File: config.mk
export PLATFORM = sky130hd
export DESIGN_NAME = tsig_queue
export DESIGN_NICKNAME = d
export VERILOG_FILES = /design/src/rtl/tsig_pkg.sv /design/src/rtl/tsig_queue.sv
export SDC_FILE = /design/constraint.sdc
export NUM_CORES = 1
export LEC_CHECK = 0
export ABC_AREA = 1
export ABC_CLOCK_PERIOD_IN_PS = 12200
export BUFFER_PORTS_ARGS = -buffer_cell sky130_fd_sc_hd__buf_2
export CAP_MARGIN = 10
export CORE_AREA = 2 2 164 166
export CTS_CLUSTER_DIAMETER = 80
export DETAILED_ROUTE_END_ITERATION = 6
export DIE_AREA = 0 0 166 168
export GPL_TIMING_DRIVEN = 0
export PLACE_DENSITY_LB_ADDON = 0.08
export SYNTH_ARGS = -nofsm -noshare
export SYNTH_HDL_FRONTEND = slang
export SYNTH_SLANG_ARGS = --single-unit
File: constraint.sdc
create_clock -name clock -period 12.2 [get_ports clock]
set_input_delay 2.44 -clock clock [delete_from_list [all_inputs] [get_ports clock]]
set_output_delay 2.44 -clock clock [all_outputs]
set_load 0.02 [all_outputs]
File: src/rtl/tsig_pkg.sv
// ----------------------------------------------------------------------------
// tsig_pkg: shared types and constants of the terrain skirt index generator
// Command and edge codes, register indexes, queue entry and back-end state.
// ----------------------------------------------------------------------------
package tsig_pkg;

   localparam int CFG_W       = 7;   // width of the count registers
   localparam int SEG_W       = 6;   // segment number
   localparam int MCOORD_W    = 6;   // mask row / column of a load item
   localparam int INDEX_W     = 32;  // vertex index
   localparam int TOP_W       = 14;  // top-row indices stay below 2**14
   localparam int SCAN_W      = 14;  // segment * skip_factor + k
   localparam int COORD_W     = 8;   // quad coordinate, enough for 256 quads
   localparam int QUEUE_DEPTH = 2;
   localparam int BEAT_W      = 3;

   localparam logic [BEAT_W-1:0] BEAT_FIRST = 3'd0;
   localparam logic [BEAT_W-1:0] BEAT_LAST  = 3'd5;

   typedef enum logic {
      CMD_LOAD = 1'b0,
      CMD_GEN  = 1'b1
   } command_type;

   typedef enum logic [1:0] {
      EDGE_NORTH = 2'd0,
      EDGE_EAST  = 2'd1,
      EDGE_SOUTH = 2'd2,
      EDGE_WEST  = 2'd3
   } edge_type;

   typedef enum logic [1:0] {
      REG_LOD_VERTEX_COUNT = 2'd0,
      REG_SKIP_FACTOR      = 2'd1,
      REG_BASE_QUAD_COUNT  = 2'd2,
      REG_MASK_ENABLED     = 2'd3
   } reg_index_type;

   typedef enum logic [1:0] {
      BK_CLEAR,
      BK_IDLE,
      BK_SCAN,
      BK_EMIT
   } back_state_type;

   typedef struct packed {
      logic [CFG_W-1:0] lod_vertex_count;
      logic [CFG_W-1:0] skip_factor;
      logic [CFG_W-1:0] base_quad_count;
      logic             mask_enabled;
   } cfg_type;

   // one classified item between front and back
   typedef struct packed {
      command_type         kind;
      logic [MCOORD_W-1:0] mask_row;
      logic [MCOORD_W-1:0] mask_col;
      logic                mask_value;
      logic                winding_ne;   // north / east winding
      logic [TOP_W-1:0]    top_cur;
      logic [TOP_W-1:0]    top_nxt;
      logic [INDEX_W-1:0]  bot_cur;
      logic [INDEX_W-1:0]  bot_nxt;
      logic                scan_on;
      logic                along_x;
      logic [SCAN_W-1:0]   scan_base;
      logic [COORD_W-1:0]  quad_last;
      logic [COORD_W-1:0]  fixed_coord;
   } entry_type;

   typedef struct packed {
      logic clearing;
      logic emitting;
   } back_status_type;

endpackage

File: src/rtl/tsig_queue.sv
// ----------------------------------------------------------------------------
// tsig_queue: short entry queue between front and back
// Circular buffer of classified entries; push and pop in the same cycle.
// ----------------------------------------------------------------------------
module tsig_queue import tsig_pkg::*; (
   input  logic      clock,
   input  logic      reset,
   input  logic      push_valid,
   input  entry_type push_entry,
   output logic      push_ready,
   output logic      pop_valid,
   output entry_type pop_entry,
   input  logic      pop
);

   localparam int PTR_W = (QUEUE_DEPTH > 1) ? $clog2(QUEUE_DEPTH) : 1;
   localparam int CNT_W = $clog2(QUEUE_DEPTH + 1);
   localparam logic [PTR_W-1:0] PTR_LAST = PTR_W'(QUEUE_DEPTH - 1);
   localparam logic [CNT_W-1:0] CNT_FULL = CNT_W'(QUEUE_DEPTH);

   entry_type        slot_ff [QUEUE_DEPTH];
   logic [PTR_W-1:0] wr_ptr_ff, wr_ptr_in;
   logic [PTR_W-1:0] rd_ptr_ff, rd_ptr_in;
   logic [CNT_W-1:0] count_ff, count_in;
   logic             do_push, do_pop;

   assign push_ready = (count_ff != CNT_FULL);
   assign pop_valid  = (count_ff != '0);
   assign pop_entry  = slot_ff[rd_ptr_ff];
   assign do_push    = push_valid && push_ready;
   assign do_pop     = pop && pop_valid;

   always_comb begin
      wr_ptr_in = wr_ptr_ff;
      rd_ptr_in = rd_ptr_ff;
      count_in  = count_ff;
      if (do_push) begin
         wr_ptr_in = (wr_ptr_ff == PTR_LAST) ? '0 : wr_ptr_ff + 1'b1;
      end
      if (do_pop) begin
         rd_ptr_in = (rd_ptr_ff == PTR_LAST) ? '0 : rd_ptr_ff + 1'b1;
      end
      if (do_push && !do_pop) begin
         count_in = count_ff + 1'b1;
      end else if (do_pop && !do_push) begin
         count_in = count_ff - 1'b1;
      end
   end

   always_ff @(posedge clock) begin
      if (reset) begin
         wr_ptr_ff <= '0;
         rd_ptr_ff <= '0;
         count_ff  <= '0;
      end else begin
         wr_ptr_ff <= wr_ptr_in;
         rd_ptr_ff <= rd_ptr_in;
         count_ff  <= count_in;
      end
   end

   always_ff @(posedge clock) begin
      if (do_push) begin
         slot_ff[wr_ptr_ff] <= push_entry;
      end
   end

endmodule

==> flow_summary.json, run 1 <==
{
  "syn-num-nets": 613,
  "drv_cap": 0,
  "vias": 5407,
  "die_y_um": 168,
  "clock_latency_ns": 0.54,
  "cts_setup_buffers": 0,
  "crit_required_ns": 9.76,
  "hp-class": "reg2reg",
  "gp_congestion": 0.732,
  "power.density_nw_per_um2": 216,
  "antenna_found_initial": 3,
  "ys_warn_count": 0,
  "arrival_ns": 1.92,
  "syn_inst": 469,
  "rsz0062_at_grt": "no",
  "core_area_sq_um": 26400,
  "hold_slack_ns": 0.509,
  "worst_setup_path_start_kind": "flop",
  "highest_layer": "met5",
  "wl_met2_mm": 10.3,
  "grt_max_degree": 31,
  "clock-sinks": 283,
  "ant_nets": 0,
  "vias_per_cell": 4.67,
  "met3_length_mm": 1.66,
  "fmax_ghz": 0.229,
  "grt_overflow": 0,
  "routed_wl_mm": 20.7,
  "initial_core_util_pct": 39.1,
  "grt_first_pass_wirelength_mm": 31.3,
  "final.min_clock_period_ns": 4.36,
  "tightestPinTransition_ns": 0.849,
  "ctsHoldBuffers": 0,
  "stdcell_count": 1159,
  "cts_root_buffer": "clkbuf_16",
  "die-area_sq_um": 27900,
  "grt.total_usage_pct": 14.3,
  "outcome": "completed",
  "fin_crit_sh_pct": 35.8,
  "netlist_area_sq_um": 10300,
  "cts.htree.levels": 1,
  "seq_area_frac_synth_pct": 82.0,
  "ys_top_cells_by_area": "edfxtp_1 81%, mux2_2 15%, buf_6 1.2%, dfxtp_1 0.97%, nand2_1 0.33%",
  "cts_resized": 0,
  "detail_route.iter0.violations": 375,
  "p_leak_nw": 5.01,
  "synth_area_leader_cell": "edfxtp_1",
  "areaGrowthSynthToFinish_pct": 29.6,
  "syn_avg_cell_area_sq_um": 22.0,
  "final_max_slew_viol_count": 0,
  "place_inst": 1103,
  "crit_fanout": 10,
  "drive_above_1_share_pct": 60.0,
  "rows": 60,
  "io_pins": 284,
  "wl_per_cell_um": 17.9,
  "synth-seq-cells": 283,
  "finalSetupViolations": 0,
  "hold_violations": 0,
  "end_kind": "output pin",
  "synth_top_area_share_pct": 81.0,
  "grt_pass1_vias": 5805,
  "cts_buffer_depth": 3,
  "cts_made_buffers": 30,
  "cts.clk_slew.worst_paths_ns": 0.06,
  "ir_worst_vdd_v": 0.000132,
  "fp.dieW_um": 166,
  "relSlewSlack_pct": 43.2,
  "ys_types": 14,
  "wl_met1_mm": 8.28,
  "hpwl_mm": 14.5,
  "dr.pass1.iters": 4,
  "drc": 0,
  "cts_tree": "done",
  "nets": 938,
  "final.setup_skew_ns": 0.00946,
  "io_buffers": 283,
  "criticalPathCategory": "reg2out"
}
-- routing by layer --
layer | vias up | GRT usage (%)
li1 | 2500 | -
met1 | 2666 | 17.0
met2 | 203 | 24.9
met3 | 36 | 4.80
met4 | 2 | 4.08
met5 | - | 0
-- where the power goes --
| group | leakage [nW] | switching [mW] | internal, mW |
|---|---|---|---|
| Sequential | 2.63 | 0.0283 | 1.23 |
| Clock | 0.481 | 0.342 | 0.544 |
| Combinational | 1.89 | 0.442 | 0.296 |
-- path summary, 6_finish.rpt --
kind	from	end	slack (ns)	depth (start not counted)
max	flop	pop_entry[78]	7.84	4
max reg2reg	count_ff[0]$_SDFFE_PP0P_	slot_ff[0][22]$_DFFE_PP_	9.76	7
min reg2reg	rd_ptr_ff$_SDFFE_PP0P_	flop	0.51	2
min	rd_ptr_ff$_SDFFE_PP0P_	flop	0.51	2
-- sequential cells by signal, summed over array words and instances, names as in the netlist, named ones only --
name	count
rd_ptr_ff	1
count_ff	2
wr_ptr_ff	1
slot_ff	278
-- through the flow --
| step | setup slack [ns] | utilization (%) | cell area, sq um | setup TNS, ns | total power, mW |
|---|---|---|---|---|---|
| 4_1_cts | 7.78 | 50.7 | 13400 | 0 | 2.92 |
| 5_1_grt | 7.72 | 50.7 | 13400 | 0 | 3.01 |
| 3_3_place_gp | -0.126 | 46.1 | 12100 | -33.71 | 2.03 |
| 3_5_place_dp | 7.68 | 47.0 | 12400 | 0 | 2.02 |
| 6_report | 7.84 | 50.7 | 13400 | 0 | 2.88 |
| 2_1_floorplan | 3.25 | - | 10300 | 0 | 1.78 |
-- area by class of cell --
type	count	area (sq um)
Tap cell	341	427
Buffer	15	149
Sequential cell	283	8450
Antenna cell	1	2.50
Inverter	8	30.0
Timing Repair Buffer	293	1630
Multi-Input combinational cell	163	1690
Clock inverter	17	176
Fill cell	2232	13000
Clock buffer	38	802
-- placed cells by master (no fill, tap or decap), drive strengths merged --
master	count
inv	8
dfxtp	5
diode	1
nand2	9
clkbuf	38
bufinv	4
ha	1
mux2	139
o21ai	2
nand4	1
nor2	7
clkinv	13
buf	308
edfxtp	278
nand3	2
a21oi	2
-- synthesized netlist by cell type --
master	instances
ha_1	1
buf_4	2
buf_2	2
a21oi_1	2
nand3_1	2
nand4_1	1
edfxtp_1	278
o21ai_0	2
nor2_1	7
inv_1	8
mux2_2	139
dfxtp_1	5
nand2_1	9
buf_6	11
-- cell families after synthesis --
family / share of synthesized area, %
DFF: 82.0
adders and majority gates: 0.121
and+or+nand+nor: 0.741
muxes: 15.2
AOI/OAI and AO/OA: 0.194
buffers and inverters: 1.74
-- worst max-delay path, cell delays in order, from the launching register on --
cell,delay [ns]
dfxtp_1,0.36
buf_4,0.30
buf_6,0.20
mux2_2,0.35
buf_2,0.17
Note: power is estimated with default switching activity, not from simulation.
==> inputs of run 2 (changes only) <==
--- a/config.mk
+++ b/config.mk
@@ -6,7 +6,7 @@
 export NUM_CORES = 1
 export LEC_CHECK = 0
 export ABC_AREA = 1
-export ABC_CLOCK_PERIOD_IN_PS = 12200
+export ABC_CLOCK_PERIOD_IN_PS = 3700
 export BUFFER_PORTS_ARGS = -buffer_cell sky130_fd_sc_hd__buf_2
 export CAP_MARGIN = 10
 export CORE_AREA = 2 2 164 166
==> constraint.sdc (replaced) <==
create_clock -name clock -period 3.7 [get_ports clock]
set_input_delay 0.74 -clock clock [delete_from_list [all_inputs] [get_ports clock]]
set_output_delay 0.74 -clock clock [all_outputs]
set_load 0.02 [all_outputs]
==> run 2 against run 1 <==
Final cell count grew 0.26%. Worst hold slack lost 0.12 ns. Largest cell class unchanged. Global-route usage is essentially flat. Critical path type unchanged. Sequential share of layout area grew 0.32 points. Count of clock-buffer cells in the layout grew 1.
==> flow_summary.json, run 2 (same netlist as run 1, synthesis figures left out) <==
{
  "post-place-ws_ns": 1.13,
  "detail_route.iter0.violations": 242,
  "comb_power_share_pct": 26.1,
  "fmax_ghz": 0.368,
  "postLayoutCoreUtil_pct": 50.4,
  "power.density_nw_per_um2": 699,
  "power.internal_mw": 6.61,
  "die-area_sq_um": 27900,
  "layout_commonest_cell": "buf_2",
  "areaGrowthSynthToFinish_pct": 29.0,
  "p_clk_share_pct": 29.3,
  "crit_required_ns": 2.96,
  "swShare_pct": 28.8,
  "core_area_sq_um": 26400,
  "vias": 5306,
  "rsz0062_at_grt": "no",
  "cts_resized": 0,
  "tightestPinTransition_ns": 0.634,
  "final.min_clock_period_ns": 2.72,
  "routed_wl_mm": 20.9,
  "ctsHoldBuffers": 0,
  "dr.pass1.iters": 4,
  "cts.htree.levels": 1,
  "vias_per_cell": 4.57,
  "ir_worst_vdd_v": 0.000408,
  "cts.clk_slew.worst_paths_ns": 0.06,
  "rows": 60,
  "top_register": "slot_ff",
  "grt_pass1_vias": 5717,
  "fp.dieW_um": 166,
  "worst_setup_path_start_kind": "flop",
  "place_inst": 1103,
  "outcome": "completed",
  "final_cell_mix": "285 x buf_2, 278 x edfxtp_1, 139 x mux2_2",
  "crit_fanout": 10,
  "end_kind": "output pin",
  "nets": 939,
  "grt_max_degree": 33,
  "clock_latency_ns": 0.54,
  "gp_congestion": 0.701,
  "p_seq_share_pct": 44.6,
  "fin_crit_sh_pct": 73.4,
  "hold_slack_ns": 0.388,
  "fill_cells": 2245,
  "stdcell_count": 1162,
  "p_sw_mw": 2.68,
  "finalSetupViolations": 0,
  "largest_reg_flops": 278,
  "cts_made_buffers": 31,
  "grt_overflow": 0,
  "cp_slowest_stage_delay_ns": 0.39,
  "ant_nets": 0,
  "initial_core_util_pct": 39.1,
  "cts_setup_buffers": 0,
  "cts_tree": "done",
  "io_buffers": 283,
  "grt_first_pass_wirelength_mm": 31.3,
  "hpwl_mm": 14.9,
  "grt.total_usage_pct": 14.3,
  "arrival_ns": 1.98,
  "drive_above_1_share_pct": 59.9,
  "die_y_um": 168,
  "clock-sinks": 283,
  "crit_chain": "buf_4 -> buf_6 -> mux2_2 -> buf_2",
  "cts_root_buffer": "clkbuf_16",
  "relSlewSlack_pct": 57.6,
  "reg.largest.list": "slot_ff x278, count_ff x2",
  "io_pins": 284,
  "antenna_found_initial": 4,
  "setup_slack_ns": 0.983,
  "hp-class": "in2reg",
  "wl_per_cell_um": 18.0,
  "final.setup_skew_ns": 0.00417,
  "drc": 0,
  "cts_buffer_depth": 3,
  "hold_violations": 0,
  "p_leak_nw": 4.98,
  "drv_cap": 0,
  "finalPower_mw": 9.29,
  "criticalPathCategory": "reg2out",
  "crit_slowest_cell": "dfxtp_1",
  "final_max_slew_viol_count": 0
}
-- run 2: worst max-delay path: cells and delay by family (launching register included) --
family	cells	cell delay (ns)
buffers and inverters	3	0.69
DFF	1	0.39
muxes	1	0.35
-- run 2: metrics by stage --
step / area [sq um] / setup TNS [ns]
after global placement: 12100 / -912.12
after global routing: 13300 / 0
after detailed placement: 12400 / 0
final: 13300 / 0
after floorplan: 10300 / -338.15
after CTS: 13300 / 0
-- run 2: metal layers --
metal | GRT usage [%] | share of wire [%] | vias up
li1 | - | - | 2503
met1 | 16.7 | 39 | 2576
met2 | 24.7 | 51 | 194
met3 | 5.20 | 8.7 | 31
met4 | 4.61 | 1.9 | 2
met5 | 0 | 0.062 | -
-- run 2: layout make-up --
class	instances	area (sq um)	area share, %
flip-flops and latches	283	8450	63.6
multi-input cells	163	1690	12.7
repair buffers	293	1630	12.3
clock buffers	39	806	6.06
well taps	341	427	3.21
plain buffers	15	149	1.12
clock inverters	17	101	0.763
inverters	8	30.0	0.226
diodes	3	7.51	0.0565
-- run 2: path summary, 6_finish.rpt --
check | startpoint | cells after the start | endpoint | slack [ns]
setup reg to reg | count_ff[0]$_SDFFE_PP0P_ | 7 | slot_ff[0][13]$_DFFE_PP_ | 1.47
hold / removal | push_entry[127] | 1 | slot_ff[1][127]$_DFFE_PP_ | 0.39
hold reg to reg | rd_ptr_ff$_SDFFE_PP0P_ | 2 | rd_ptr_ff$_SDFFE_PP0P_ | 0.50
setup / recovery | flop | 4 | pop_entry[23] | 0.98
-- run 2: power groups by stage --
stage | sequential, mW | clock, mW | combinational, mW
after global routing | 4.17 | 2.97 | 2.59
final | 4.14 | 2.72 | 2.42
after global placement | 4.29 | 0 | 2.32
after detailed placement | 4.21 | 0 | 2.47
after floorplan | 4.24 | 0 | 1.57
after CTS | 4.15 | 2.82 | 2.48
