**config.mk**
```make
export PLATFORM = sky130hd
export DESIGN_NAME = tsig_front_flat
export DESIGN_NICKNAME = d
export VERILOG_FILES = /design/src/rtl/tsig_pkg.sv /design/src/rtl/tsig_req_if.sv /design/src/rtl/tsig_front.sv /design/src/flat_wrapper.sv
export SDC_FILE = /design/constraint.sdc
export NUM_CORES = 1
export LEC_CHECK = 0
export BUFFER_PORTS_ARGS = -buffer_cell sky130_fd_sc_hd__buf_2
export CAP_MARGIN = 10
export CORE_ASPECT_RATIO = 2
export CORE_MARGIN = 2
export CORE_UTILIZATION = 31
export DETAILED_ROUTE_END_ITERATION = 6
export GPL_TIMING_DRIVEN = 0
export PLACE_DENSITY = 0.57
export SLEW_MARGIN = 20
export SYNTH_ARGS = -nofsm -noshare
export SYNTH_HDL_FRONTEND = slang
export SYNTH_SLANG_ARGS = --single-unit
export TNS_END_PERCENT = 50
```
**constraint.sdc**
```tcl
create_clock -name clock -period 5.9 [get_ports clock]
set_clock_uncertainty 0.15 [all_clocks]
set_input_delay 0.885 -clock clock [delete_from_list [all_inputs] [get_ports clock]]
set_output_delay 0.885 -clock clock [all_outputs]
set_load 0.02 [all_outputs]
```
**src/rtl/tsig_pkg.sv**
```systemverilog
// ----------------------------------------------------------------------------
// tsig_pkg: shared types and constants of the terrain skirt index generator
// Command and edge codes, register indexes, queue entry and back-end state.
// ----------------------------------------------------------------------------
package tsig_pkg;

   localparam int CFG_W       = 7;   // width of the count registers
   localparam int SEG_W       = 6;   // segment number
   localparam int MCOORD_W    = 6;   // mask row / column of a load item
   localparam int INDEX_W     = 32;  // vertex index
   localparam int TOP_W       = 14;  // top-row indices stay below 2**14
   localparam int SCAN_W      = 14;  // segment * skip_factor + k
   localparam int COORD_W     = 8;   // quad coordinate, enough for 256 quads
   localparam int QUEUE_DEPTH = 2;
   localparam int BEAT_W      = 3;

   localparam logic [BEAT_W-1:0] BEAT_FIRST = 3'd0;
   localparam logic [BEAT_W-1:0] BEAT_LAST  = 3'd5;

   typedef enum logic {
      CMD_LOAD = 1'b0,
      CMD_GEN  = 1'b1
   } command_type;

   typedef enum logic [1:0] {
      EDGE_NORTH = 2'd0,
      EDGE_EAST  = 2'd1,
      EDGE_SOUTH = 2'd2,
      EDGE_WEST  = 2'd3
   } edge_type;

   typedef enum logic [1:0] {
      REG_LOD_VERTEX_COUNT = 2'd0,
      REG_SKIP_FACTOR      = 2'd1,
      REG_BASE_QUAD_COUNT  = 2'd2,
      REG_MASK_ENABLED     = 2'd3
   } reg_index_type;

   typedef enum logic [1:0] {
      BK_CLEAR,
      BK_IDLE,
      BK_SCAN,
      BK_EMIT
   } back_state_type;

   typedef struct packed {
      logic [CFG_W-1:0] lod_vertex_count;
      logic [CFG_W-1:0] skip_factor;
      logic [CFG_W-1:0] base_quad_count;
      logic             mask_enabled;
   } cfg_type;

   // one classified item between front and back
   typedef struct packed {
      command_type         kind;
      logic [MCOORD_W-1:0] mask_row;
      logic [MCOORD_W-1:0] mask_col;
      logic                mask_value;
      logic                winding_ne;   // north / east winding
      logic [TOP_W-1:0]    top_cur;
      logic [TOP_W-1:0]    top_nxt;
      logic [INDEX_W-1:0]  bot_cur;
      logic [INDEX_W-1:0]  bot_nxt;
      logic                scan_on;
      logic                along_x;
      logic [SCAN_W-1:0]   scan_base;
      logic [COORD_W-1:0]  quad_last;
      logic [COORD_W-1:0]  fixed_coord;
   } entry_type;

   typedef struct packed {
      logic clearing;
      logic emitting;
   } back_status_type;

endpackage

```
**src/rtl/tsig_req_if.sv**
```systemverilog
// ----------------------------------------------------------------------------
// tsig_req_if: input item channel
// Valid/ready handshake carrying one load or generate item.
// ----------------------------------------------------------------------------
interface tsig_req_if import tsig_pkg::*; ();
   logic                valid;
   logic                ready;
   logic                command;
   logic [1:0]          edge_req;
   logic [SEG_W-1:0]    segment;
   logic [INDEX_W-1:0]  skirt_start;
   logic [MCOORD_W-1:0] mask_row;
   logic [MCOORD_W-1:0] mask_col;
   logic                mask_value;

   modport source (
      output valid, command, edge_req, segment, skirt_start, mask_row, mask_col,
             mask_value,
      input  ready
   );
   modport sink (
      input  valid, command, edge_req, segment, skirt_start, mask_row, mask_col,
             mask_value,
      output ready
   );
endinterface

```
**src/rtl/tsig_front.sv**
```systemverilog
// ----------------------------------------------------------------------------
// tsig_front: item intake and classification
// Drops items that produce nothing, precomputes indices and scan bounds,
// and holds one classified entry for the queue.
// ----------------------------------------------------------------------------
module tsig_front import tsig_pkg::*; #(
   parameter int MAX_QUADS = 64
) (
   input  logic           clock,
   input  logic           reset,
   tsig_req_if.sink       req_chan,
   input  cfg_type        cfg,
   input  logic           hold,
   output logic           push_valid,
   output entry_type      push_entry,
   input  logic           push_ready
);

   localparam logic [8:0] MAXQ = 9'(MAX_QUADS);

   logic                 stage_valid_ff, stage_valid_in;
   entry_type            stage_ff, stage_in;
   logic                 accept;
   logic                 keep;
   logic [CFG_W-1:0]     n;
   logic [CFG_W-1:0]     nm1;
   logic                 seg_ok;
   logic                 load_ok;
   logic [TOP_W-1:0]     seg_n;
   logic [TOP_W-1:0]     nm1_n;
   logic [8:0]           quad_cnt;
   logic [COORD_W-1:0]   quad_last;
   edge_type             edge_code;

   assign req_chan.ready = !hold && (!stage_valid_ff || push_ready);
   assign accept         = req_chan.valid && req_chan.ready;

   assign n         = cfg.lod_vertex_count;
   assign nm1       = n - 7'd1;
   assign edge_code = edge_type'(req_chan.edge_req);
   assign seg_ok    = (n >= 7'd2) && ({1'b0, req_chan.segment} < nm1);
   assign load_ok   = ({3'b0, req_chan.mask_row} < MAXQ) && ({3'b0, req_chan.mask_col} < MAXQ);
   assign seg_n     = TOP_W'(req_chan.segment) * TOP_W'(n);
   assign nm1_n     = TOP_W'(nm1) * TOP_W'(n);
   assign quad_cnt  = ({2'b0, cfg.base_quad_count} > MAXQ) ? MAXQ : {2'b0, cfg.base_quad_count};
   assign quad_last = COORD_W'(quad_cnt - 9'd1);

   always_comb begin
      stage_in             = stage_ff;
      stage_in.kind        = command_type'(req_chan.command);
      stage_in.mask_row    = req_chan.mask_row;
      stage_in.mask_col    = req_chan.mask_col;
      stage_in.mask_value  = req_chan.mask_value;
      stage_in.winding_ne  = (edge_code == EDGE_NORTH) || (edge_code == EDGE_EAST);
      stage_in.bot_cur     = req_chan.skirt_start + INDEX_W'(req_chan.segment);
      stage_in.bot_nxt     = req_chan.skirt_start + INDEX_W'(req_chan.segment) + 32'd1;
      stage_in.scan_on     = cfg.mask_enabled && (quad_cnt != 9'd0) && (cfg.skip_factor != 7'd0);
      stage_in.along_x     = !req_chan.edge_req[0];
      stage_in.scan_base   = SCAN_W'(req_chan.segment) * SCAN_W'(cfg.skip_factor);
      stage_in.quad_last   = quad_last;
      stage_in.fixed_coord = stage_in.winding_ne ? quad_last : '0;
      unique case (edge_code)
         EDGE_NORTH: begin
            stage_in.top_cur = nm1_n + TOP_W'(req_chan.segment);
            stage_in.top_nxt = stage_in.top_cur + 14'd1;
         end
         EDGE_EAST: begin
            stage_in.top_cur = seg_n + TOP_W'(nm1);
            stage_in.top_nxt = stage_in.top_cur + TOP_W'(n);
         end
         EDGE_SOUTH: begin
            stage_in.top_cur = TOP_W'(req_chan.segment);
            stage_in.top_nxt = stage_in.top_cur + 14'd1;
         end
         default: begin
            stage_in.top_cur = seg_n;
            stage_in.top_nxt = seg_n + TOP_W'(n);
         end
      endcase
   end

   assign keep = (req_chan.command == CMD_GEN) ? seg_ok : load_ok;

   always_comb begin
      stage_valid_in = stage_valid_ff;
      if (push_valid && push_ready) begin
         stage_valid_in = 1'b0;
      end
      if (accept) begin
         stage_valid_in = keep;
      end
   end

   always_ff @(posedge clock) begin
      if (reset) begin
         stage_valid_ff <= 1'b0;
      end else begin
         stage_valid_ff <= stage_valid_in;
      end
   end

   always_ff @(posedge clock) begin
      if (accept) begin
         stage_ff <= stage_in;
      end
   end

   assign push_valid = stage_valid_ff;
   assign push_entry = stage_ff;

endmodule

```
**src/flat_wrapper.sv**
```systemverilog
// flat-port wrapper written by rule: the top's interface ports become plain ports
module tsig_front_flat import tsig_pkg::*;
#(
   parameter int MAX_QUADS = 64
)
  (clock, reset, cfg, hold, push_valid, push_entry, push_ready, req_chan_valid, req_chan_command, req_chan_edge_req, req_chan_segment, req_chan_skirt_start, req_chan_mask_row, req_chan_mask_col, req_chan_mask_value, req_chan_ready);
  tsig_req_if req_chan_i ();
  input  logic clock;
  input  logic reset;
  input  cfg_type cfg;
  input  logic hold;
  output logic push_valid;
  output entry_type push_entry;
  input  logic push_ready;
  input wire logic [$bits(req_chan_i.valid)-1:0] req_chan_valid;
  input wire logic [$bits(req_chan_i.command)-1:0] req_chan_command;
  input wire logic [$bits(req_chan_i.edge_req)-1:0] req_chan_edge_req;
  input wire logic [$bits(req_chan_i.segment)-1:0] req_chan_segment;
  input wire logic [$bits(req_chan_i.skirt_start)-1:0] req_chan_skirt_start;
  input wire logic [$bits(req_chan_i.mask_row)-1:0] req_chan_mask_row;
  input wire logic [$bits(req_chan_i.mask_col)-1:0] req_chan_mask_col;
  input wire logic [$bits(req_chan_i.mask_value)-1:0] req_chan_mask_value;
  output wire logic [$bits(req_chan_i.ready)-1:0] req_chan_ready;
  assign req_chan_i.valid = req_chan_valid;
  assign req_chan_i.command = req_chan_command;
  assign req_chan_i.edge_req = req_chan_edge_req;
  assign req_chan_i.segment = req_chan_segment;
  assign req_chan_i.skirt_start = req_chan_skirt_start;
  assign req_chan_i.mask_row = req_chan_mask_row;
  assign req_chan_i.mask_col = req_chan_mask_col;
  assign req_chan_i.mask_value = req_chan_mask_value;
  assign req_chan_ready = req_chan_i.ready;
  tsig_front #(.MAX_QUADS(MAX_QUADS)) u_core (.clock(clock), .reset(reset), .req_chan(req_chan_i), .cfg(cfg), .hold(hold), .push_valid(push_valid), .push_entry(push_entry), .push_ready(push_ready));
endmodule
```
==> metrics list, run 1 <==
* Share of synthesized registers carrying an async set or reset: 0
- Setup repair after global routing could not meet its margin everywhere.
- Layout Area Growth over Synthesis: 28.1%
- Fin area: 15900 µm²
* Final slew viol count: 0
- At the pin with the least slew margin, the transition time is 0.919 ns.
- Antenna viol nets, final: 0
- Combinational Power Share: 0.579
- The synthesized netlist occupies a cell area of 12400 µm².
- Ratio of routed vias to standard cells: 5.04
- In the final routed layout, each cell accounts on average for 18.8 µm.
* PD cells: 356 nW/µm²
* Result of the run: finished, final reports clean
- STA classifies the critical path endpoint as a flop.
- The congestion estimate from routability-driven global placement came to 0.958.
* Global-route wire length before repair: 58700 µm
* Number of buffer and inverter stages on the critical path: 7
- The library cell used most frequently in the layout, excluding fill and tap cells, is buf_2.
- The via count of the first global-routing pass came to 11000.
* Switching share of power: 0.427
* Number of hold violations in the final report: 0
* Routed wire length: 38700 µm
* Number of flops mapped to enable cells by yosys: 138
- In the post-synthesis netlist, the biggest area contributors are edfxtp_1, fa_1, ha_1, xnor2_1, inv_1.
* Yosys warning count: 0
- Area post-placement: 14400 µm²
- Clock Sinks: 139
- Number of library cell types mapped by synthesis: 81
- Synthesis inferred 139 register bits.
- Worst Setup Path Type: in2reg
- Total vias in the final route: 10400
* Internal power contribution: 3240 µW
- Most used flip-flop cell after synthesis: edfxtp_1
- Portion of the post-synthesis area used by sequential elements: 0.336
- Violation count after the first detailed-routing iteration: 446
* Drt drc: 0
- Antenna Cells: 0
- List of cells traversed by the critical path: buf_6 -> clkbuf_8 -> clkbuf_8 -> and2_4 -> fa_1 -> inv_1 -> fa_1 -> fa_1 -> inv_1 -> ha_4 -> a21oi_4 -> xor2_2 -> inv_2 -> ha_4 -> o21ai_2 -> a21oi_2 -> nand2_1 -> or3_4 -> buf_12 -> xnor2_4 -> or3_4 -> xor2_1 -> a22o_1
* Leakage power summed over all cells: 0.00677 µW
- In this run the standard cell core region covers 39400 µm².
* Post-DP HPWL: 31400 µm
* Maximum number of pins on one net before global-route repair: 58
* Clock buffers created by TritonCTS: 17
- Derived from the worst setup path, the maximum achievable clock frequency is 0.174 GHz.
- After filler insertion, the fill cell instance count of the layout stands at 3950.
* Most frequent cells in the layout: buf_2, edfxtp_1, inv_1
- Measured against its own limit, the worst slew margin works out to 0.382.
* Core Rows: 103
- The die is 287 µm tall.
- Max Fanout on Critical Path: 10
- Cell with the biggest individual delay on the critical path: fa_1
* Worst EP required: 5.94 ns
- The smallest clock period supported by the final layout is computed as 5.75 ns.
* Delay of the slowest cell on the worst path: 0.54 ns
* Starting utilization of the core area: 0.314
- IO Pins: 222
- Fin crit share: 0.975
- At the end of the flow the core is filled with cells to 0.403.
- Worst hold slack across all endpoints: 0.445 ns
- The share of total power dissipated in the clock network is 0.198.
- The most numerous cell type found on the critical path is fa_1.
- TritonCTS built the clock tree.
- Of the post-synthesis cell area, the dominant cell type holds 0.334.
- Crit path arrival time: 5.80 ns
* Most area-hungry cell type in the Yosys netlist: edfxtp_1
- Die outline width: 145 µm
* Worst hold path class: in2reg
- The clock tree synthesis step divided the H-tree into 4 levels.
- Max-cap violations in this run came to 0.
- The total overflow left after global routing is 0.
- The clock passes through at most 2 buffers.
- In the final layout, the share of cells above drive strength 1 is 0.276.
- Of the total power, registers draw 0.223.
- Clock-pin slew was measured on the worst setup and hold paths at 0.07 ns.
* Net switching power of the design: 2410 µW
- Total Routing Usage GR: 0.185
* Largest vdd supply drop: 0.192 mV
* Gate Count Post-Synth: 1246
* Source-to-sink clock delay at the later pin of the worst-skew pair: 0.44 ns
- Detailed Routing Iterations Pass 1: 5
- The initial antenna violation count was 0.
* IO Port Bufs: 216
* Clock root buffer: clkbuf_16
- Grouping stages by cell kind, the critical path spends the most delay in adder cells.
- Worst Setup Start Kind: input pin
- Setup violations remaining at the end of the flow were counted as 0.
* NumNets Final: 1781
- A synthesized cell averages 9.95 µm².
* Total Die Area: 41700 µm²
-- what timing repair did --
item | in CTS | in global routing
setup endpoints to repair | 14 | 10
resized for setup | 72 | 85
pin swaps | 21 | 46
setup buffers | 13 | 23
hold buffers | 0 | 0
-- power groups by stage --
| stage | clock network [µW] | registers [µW] | logic (µW) |
|---|---|---|---|
| 4_1_cts | 1150 | 1260 | 2970 |
| 3_5_place_dp | 0 | 1280 | 2710 |
| 2_1_floorplan | 0 | 1390 | 1870 |
| 6_report | 1120 | 1260 | 3270 |
| 5_1_grt | 1180 | 1270 | 3570 |
| 3_3_place_gp | 0 | 1290 | 2670 |
-- through the flow --
step	std cells	setup TNS, ns	total power, µW	worst slack [ns]
6_report	2054	0	5650	0.147
5_1_grt	2054	-0.0470	6010	-0.0399
4_1_cts	2035	-0.0115	5380	-0.00798
3_5_place_dp	1990	-11.92	3990	-1.17
3_3_place_gp	1988	-88.65	3960	-1.13
2_1_floorplan	1247	-0.0297	3260	-0.0297
-- sequential cells by signal, summed over array words and instances (netlist names) --
signal and cells:
u_core.push_entry 138, u_core.push_valid 1
-- routing by layer --
layer / wire length, µm / GRT usage
met5: 0 / 0
met4: 2820 / 0.134
met3: 1340 / 0.0246
met2: 22700 / 0.386
met1: 11900 / 0.153
-- path summary, 6_finish.rpt --
check	depth (start not counted)	slack, ns	from	end
max	23	0.15	req_chan_segment[2]	u_core.push_entry[107]
min	2	0.45	reset	u_core.push_valid
max reg2reg	4	3.88	u_core.push_valid	u_core.push_entry[9]
min reg2reg	3	0.48	u_core.push_valid	u_core.push_valid
-- Yosys cell counts (16+ instances only) --
cell type / count
a211oi_1: 16
a21o_1: 16
a21oi_1: 54
and2_1: 51
clkbuf_1: 28
edfxtp_1: 138
fa_1: 75
ha_1: 109
inv_1: 143
nand2_1: 125
nand3_1: 28
nor2_1: 71
nor2b_1: 25
nor3_1: 28
o21ai_0: 35
xnor2_1: 69
xor2_1: 37
-- cells by family after synthesis --
family	after synthesis	synth area share
other cells	1	0.000303
simple gates	421	0.177
xor+xnor	106	0.0749
compound gates	204	0.111
buf+inv	183	0.0574
mux	8	0.0116
flops	139	0.336
fa+ha+maj	184	0.231
-- layout make-up --
| class | count | area (µm²) | area share |
|---|---|---|---|
| multi-input cells | 925 | 8130 | 0.512 |
| flip-flops and latches | 139 | 4160 | 0.262 |
| repair buffers | 254 | 1500 | 0.0946 |
| well taps | 525 | 657 | 0.0414 |
| inverters | 146 | 573 | 0.0361 |
| clock buffers | 17 | 425 | 0.0268 |
| plain buffers | 33 | 248 | 0.0156 |
| clock inverters | 15 | 181 | 0.0114 |
Power figures use the tool's default switching activity.
==> inputs of run 2 (changes only) <==
--- a/config.mk
+++ b/config.mk
@@ -11,7 +11,6 @@
 export CORE_MARGIN = 2
 export CORE_UTILIZATION = 31
 export DETAILED_ROUTE_END_ITERATION = 6
-export GPL_TIMING_DRIVEN = 0
 export PLACE_DENSITY = 0.57
 export SLEW_MARGIN = 20
 export SYNTH_ARGS = -nofsm -noshare
==> run 2 against run 1 <==
  * Register-to-register slack got worse by 0.27 ns
  * Hold slack improved by 0.0052 ns
  * Global-route usage increased by 0.53 points
==> metrics list, run 2 (synthesis gave the netlist of run 1 again) <==
- The via count of the first global-routing pass came to 11200.
* CP top delay family: adder cells
- Largest register FFs: 138
- Pwr Total: 5680 µW
- The first global-routing pass estimated 60200 µm of wire.
- The worst setup path is launched from an input pin.
- Die outline width: 145 µm
- Routed len/inst: 18.6 µm
- The initial antenna violation count is 0.
* Starting utilization of the core area: 0.314
- Worst hold path class: in2reg
* Share of final-layout standard cells stronger than drive strength 1: 0.291
- NumNets Final: 1857
- The run finished with clean final reports.
- Based on the critical path, the design can be clocked at up to 0.174 GHz.
- Cell with the most instances on the worst path: buf_4
- Commonest non-fill, non-tap cell in the layout: buf_2
* Clock Sinks: 139
- Worst Max-Slew Pin Slew: 0.904 ns
- Total area of multi-input combinational cells: 7770 µm²
- The clock passes through at most 2 buffers.
- The final hold violation count is 0.
- Antenna viol nets, final: 0
- For the finished layout, the period the worst path requires is 5.73 ns.
- Final GP Congestion: 0.920
- Clock buffers created by TritonCTS: 17
* Delay of the slowest cell on the worst path: 0.57 ns
- Entering global routing, the biggest net connects 83 pins.
* Count of non-filler cells in the finished layout: 2130
- Detailed Routing Iterations Pass 1: 5
- The final route contains 10600 vias.
* Accumulated negative setup slack: 0 ns
- The worst setup path is captured at a flop.
- Most frequent cells in the layout: buf_2, buf_4, inv_1, edfxtp_1, nand2_1
* PD cells: 357 nW/µm²
* Drt drc: 0
- Fill count: 3958
* Clock root buffer: clkbuf_16
* Number of instances in the placed design: 2093
- The analysis attributes to cell leakage a power of 0.00705 µW.
* CTS clk-pin slew, worst paths: 0.07 ns
- Hold repair after CTS inserted 0 buffers.
- For this run, the total global-route usage over all layers was measured as 0.190.
- Row generation in the floorplan step produced 103 rows.
- Post-DP HPWL: 33400 µm
- Aggregate global routing overflow: 0
* Final slew viol count: 0
- The clock tree synthesis step divided the H-tree into 4 levels.
- Data on the critical path is required at its endpoint by 5.93 ns.
- Reg area: 4160 µm²
- The floorplan step defined a die boundary enclosing 41700 µm².
- Worst Setup Path Type: in2reg
- STA puts the critical path data arrival time at 5.76 ns.
- From bottom edge to top edge, the die measures 287 µm.
- On the critical path, the stage with the largest delay is an instance of fa_1.
- Violation count after the first detailed-routing iteration: 374
- The number of antenna diodes in the final layout is 0.
- Setup violations remaining at the end of the flow were counted as 0.
* Layout Area Growth over Synthesis: 28.3%
- Fin crit share: 0.971
* TritonCTS clock tree: done
* List of cells traversed by the critical path: clkbuf_4 -> buf_4 -> nand2_1 -> fa_1 -> fa_1 -> fa_1 -> inv_1 -> ha_1 -> xor2_1 -> inv_1 -> ha_1 -> o21ai_0 -> a21oi_1 -> buf_4 -> nand2_1 -> or3_4 -> buf_4 -> o211ai_1 -> buf_4 -> a2111oi_4 -> xor2_1 -> mux2i_1
- Across the run, the number of max-cap violations was 0.
* Core outline area: 39400 µm²
- Largest vdd supply drop: 0.197 mV
- Worst hold slack across all endpoints: 0.451 ns
- The later pin in the worst-skew pair is clocked with a latency of 0.44 ns.
* IO Port Bufs: 220
- Rel. slew slack: 0.397
* Routed wire length: 39600 µm
- IO Pins: 222
- Of all nets on the critical path, the largest fanout is 8.
- Ratio of routed vias to standard cells: 4.97
* Number of buffer and inverter stages on the critical path: 7
==> run 2: cell types whose count changed in the layout (fill, tap and decap cells not counted), sizes merged <==
cell and delta:
buf +93, clkbuf -15, inv -3, bufinv -1, clkinvlp +2
==> run 2: cell type report <==
class,count,share of cell area
inverter,146,0.0348
sequential,139,0.262
clock inverter,13,0.00763
timing repair buffer,363,0.138
multi-input combinational,925,0.489
clock buffer,19,0.0272
tap,525,0.0413
==> run 2: where the power goes <==
group / internal (µW) / switching, µW / total (µW)
clock network: 581 / 436 / 1020
logic: 1530 / 1870 / 3400
registers: 1240 / 29.7 / 1270
total: 3350 / 2330 / 5680
==> run 2: timing repair <==
action,4_1_cts,5_1_grt
setup buffers,0,5
pin swaps,0,17
endpoints found under the hold margin,0,0
resized for setup,1,36
endpoints found under the setup margin,3,11
==> run 2: worst paths after layout <==
check | from | to | slack (ns) | cells after the start
setup reg to reg | u_core.push_valid | u_core.push_entry[129] | 3.61 | 4
hold / removal | reset | u_core.push_valid | 0.45 | 2
hold reg to reg | u_core.push_valid | u_core.push_valid | 0.49 | 3
setup / recovery | cfg[19] | u_core.push_entry[108] | 0.17 | 22
==> run 2: metal layers <==
layer / part of all wire / global-route usage / wire length, µm
met5: 0 / 0 / 0
met4: 0.067 / 0.124 / 2640
met3: 0.027 / 0.0202 / 1090
met2: 0.59 / 0.406 / 23500
met1: 0.31 / 0.158 / 12300
==> run 2: through the flow <==
step	worst slack (ns)	cell area (µm²)	utilization
6_report	0.168	15900	0.403
5_1_grt	-0.00703	15900	0.403
4_1_cts	0.0522	15700	0.399
3_5_place_dp	-0.484	15200	0.385
3_3_place_gp	-0.474	15200	0.385
2_1_floorplan	-0.0297	12600	-
==> run 2: worst reg2reg max path, cell delays in order, from the launching register on <==
cell and delay (ns):
dfxtp_1 0.31, nor2b_1 0.15, nor2_1 0.13, and2_4 0.68
buf_12 0.40
==> inputs of run 3 (changes only) <==
--- a/config.mk
+++ b/config.mk
@@ -16,4 +16,3 @@
 export SYNTH_ARGS = -nofsm -noshare
 export SYNTH_HDL_FRONTEND = slang
 export SYNTH_SLANG_ARGS = --single-unit
-export TNS_END_PERCENT = 50
==> constraint.sdc (replaced) <==
create_clock -name clock -period 5.9 [get_ports clock]
set_clock_uncertainty 0.15 [all_clocks]
set_input_delay 0.295 -clock clock [delete_from_list [all_inputs] [get_ports clock]]
set_output_delay 0.295 -clock clock [all_outputs]
set_load 0.02 [all_outputs]
==> run 3 against run 2 <==
  * Clock power rose by 7%
  * Hold slack worse by 0.41 ns
  * Wire length is 5.0% lower
  * Total power shrank 8.6%
==> metrics list, run 3 (synthesis gave the netlist of run 1 again) <==
- Largest register FFs: 138
- Clock tree synthesis selected as its root buffer the cell clkbuf_16.
* Final setup fails: 0
- The signal on the critical path passes through buf_2 -> inv_1 -> ha_1 -> inv_1 -> or3_1 -> ha_1 -> nor2b_1 -> fa_1 -> fa_1 -> fa_1 -> inv_1 -> fa_1 -> inv_1 -> ha_1 -> o21ai_0 -> o21ai_0 -> a21oi_1 -> o21bai_1 -> xor2_1 -> nand4b_1 -> xnor2_1 -> o22ai_1.
- Worst Setup Start Kind: input pin
* Cell with the biggest individual delay on the critical path: fa_1
- Post-DP HPWL: 31400 µm
- Relative to the synthesized area, the layout overhead comes to 24.0%.
- The first detailed-routing pass ran for 5 iterations.
- Across the VDD grid, the largest voltage drop is 0.213 mV.
- H-Tree Depth: 4
* Final slew viol count: 0
- The initial antenna violation count came to 1.
- Clock buffers created by TritonCTS: 17
- Counting both buffers and inverters, the worst setup path holds a total of 5.
- Most frequent cells in the layout: buf_2, inv_1, edfxtp_1
- In this run the worst hold path is classified as in2reg.
- Entering global routing, the biggest net connects 140 pins.
- The cell family contributing the most delay on the critical path is adder cells.
- Result of the run: finished, final reports clean
- Of all nets on the critical path, the largest fanout is 5.
- The initial utilization of the core area, before any placement, comes to 0.314.
- For this run, the slowest stage of the critical path takes 0.56 ns.
- 222 I/O pins were placed.
- In the routed layout, each cell is associated on average with a via count of 4.95.
* PD cells: 338 nW/µm²
- Maximum clock frequency: 0.180 GHz
- Leaving out filler cells and counting taps, the final layout contains 2079.
* Leakage power summed over all cells: 0.00680 µW
- Core utilization of the finished layout: 0.390
- The first global-routing pass estimated 57600 µm of wire.
* Post-CTS Setup Repair Bufs: 0
- Data on the critical path is required at its endpoint by 5.93 ns.
- Rel. slew slack: 0.350
- Worst Setup Path Type: in2reg
- The net count of the finished layout is 1806.
* Source-to-sink clock delay at the later pin of the worst-skew pair: 0.45 ns
- Die outline height: 287 µm
- Final GP Congestion: 0.917
- Antenna Cells: 0
* Number of global-route vias before repair: 10900
* CTS max path bufs: 2
* Core outline area: 39400 µm²
* Antenna viol nets, final: 0
- Aggregate global routing overflow: 0
- Unrepaired setup endpoints after global routing: false
- Max-cap violation count: 0
- In this run the horizontal extent of the chip is 145 µm.
- In this run the core area contains 103 standard-cell rows.
- Crit path arrival time: 5.57 ns
- Drt drc: 0
* Routed wire length: 37600 µm
* Commonest non-fill, non-tap cell in the layout: buf_2
- After clock tree synthesis, the clock-pin slew on the worst setup and hold paths is 0.08 ns.
- Period minus WS final: 5.54 ns
- Fin crit share: 0.939
* Total Routing Usage GR: 0.181
- TritonCTS built the clock tree.
- IO Port Bufs: 220
- Routed len/inst: 18.1 µm
* Total Die Area: 41700 µm²
- After the first detailed-routing iteration, the DRC count stood at 410.
- Summing over every cut layer, the via total after detailed routing is 10300.
- Clock Sinks: 139
* Share of final-layout standard cells stronger than drive strength 1: 0.230
- Once placement completed, the tool counted placed cells totaling 2030.
* Number of hold violations in the final report: 0
- Worst setup EP type: flop
- Fill count: 3990
* Worst Max-Slew Pin Slew: 0.968 ns
run 3: what timing repair did:
action | in CTS | in global routing
hold buffers | 17 | 0
endpoints found under the hold margin | 16 | 0
resized for setup | 0 | 0
run 3: path summary, 6_finish.rpt:
check	cells after the start	slack, ns	start	to
setup / recovery	22	0.36	cfg[16]	u_core.push_entry[109]
hold / removal	3	0.04	cfg[6]	u_core.push_entry[13]
setup reg to reg	7	3.73	u_core.push_valid	u_core.push_valid
hold reg to reg	4	1.05	u_core.push_valid	u_core.push_entry[138]
run 3: metal layers:
metal	wire (µm)	GRT usage	up-vias
met1	12200	0.158	5007
li1	-	-	4936
met2	21900	0.377	272
met5	0	0	-
met4	2420	0.118	0
met3	1010	0.0200	85
run 3: where the power goes:
| group | internal (µW) | total, µW | switching [µW] |
|---|---|---|---|
| Combinational | 1180 | 2850 | 1660 |
| Sequential | 1230 | 1260 | 22.2 |
| Clock | 578 | 1090 | 512 |
run 3: worst reg2reg max path: stages, from the launching register on:
cell and delay (ns):
dfxtp_1 0.31, nor2b_1 0.14, nor2_1 0.13, and2_4 0.17
buf_12 0.41, nor2_1 0.09, nor3_1 0.15, dlygate4sd3_1 0.57
run 3: final cells by class:
type                       instances  area, µm²  area share
multi-input combinational        925       7520       0.489
clock buffer                      17        425      0.0277
inverter                         146        548      0.0357
clock inverter                    15        194      0.0126
tap                              525        657      0.0427
timing repair buffer             312       1860       0.121
sequential                       139       4160       0.271
run 3: through the flow:
| step | setup slack (ns) | setup TNS, ns | total power (µW) | hold slack [ns] | instance area (µm²) |
|---|---|---|---|---|---|
| after CTS | 0.394 | 0 | 5240 | 0.0169 | 15400 |
| final | 0.359 | 0 | 5190 | 0.0446 | 15400 |
| after global placement | 0.0240 | 0 | 4080 | 0.311 | 14600 |
| after global routing | 0.0141 | 0 | 5550 | 0.0473 | 15400 |
| after floorplan | 0.0838 | 0 | 3150 | 0.224 | 12400 |
| after detailed placement | -0.106 | -0.133 | 4110 | 0.318 | 14600 |
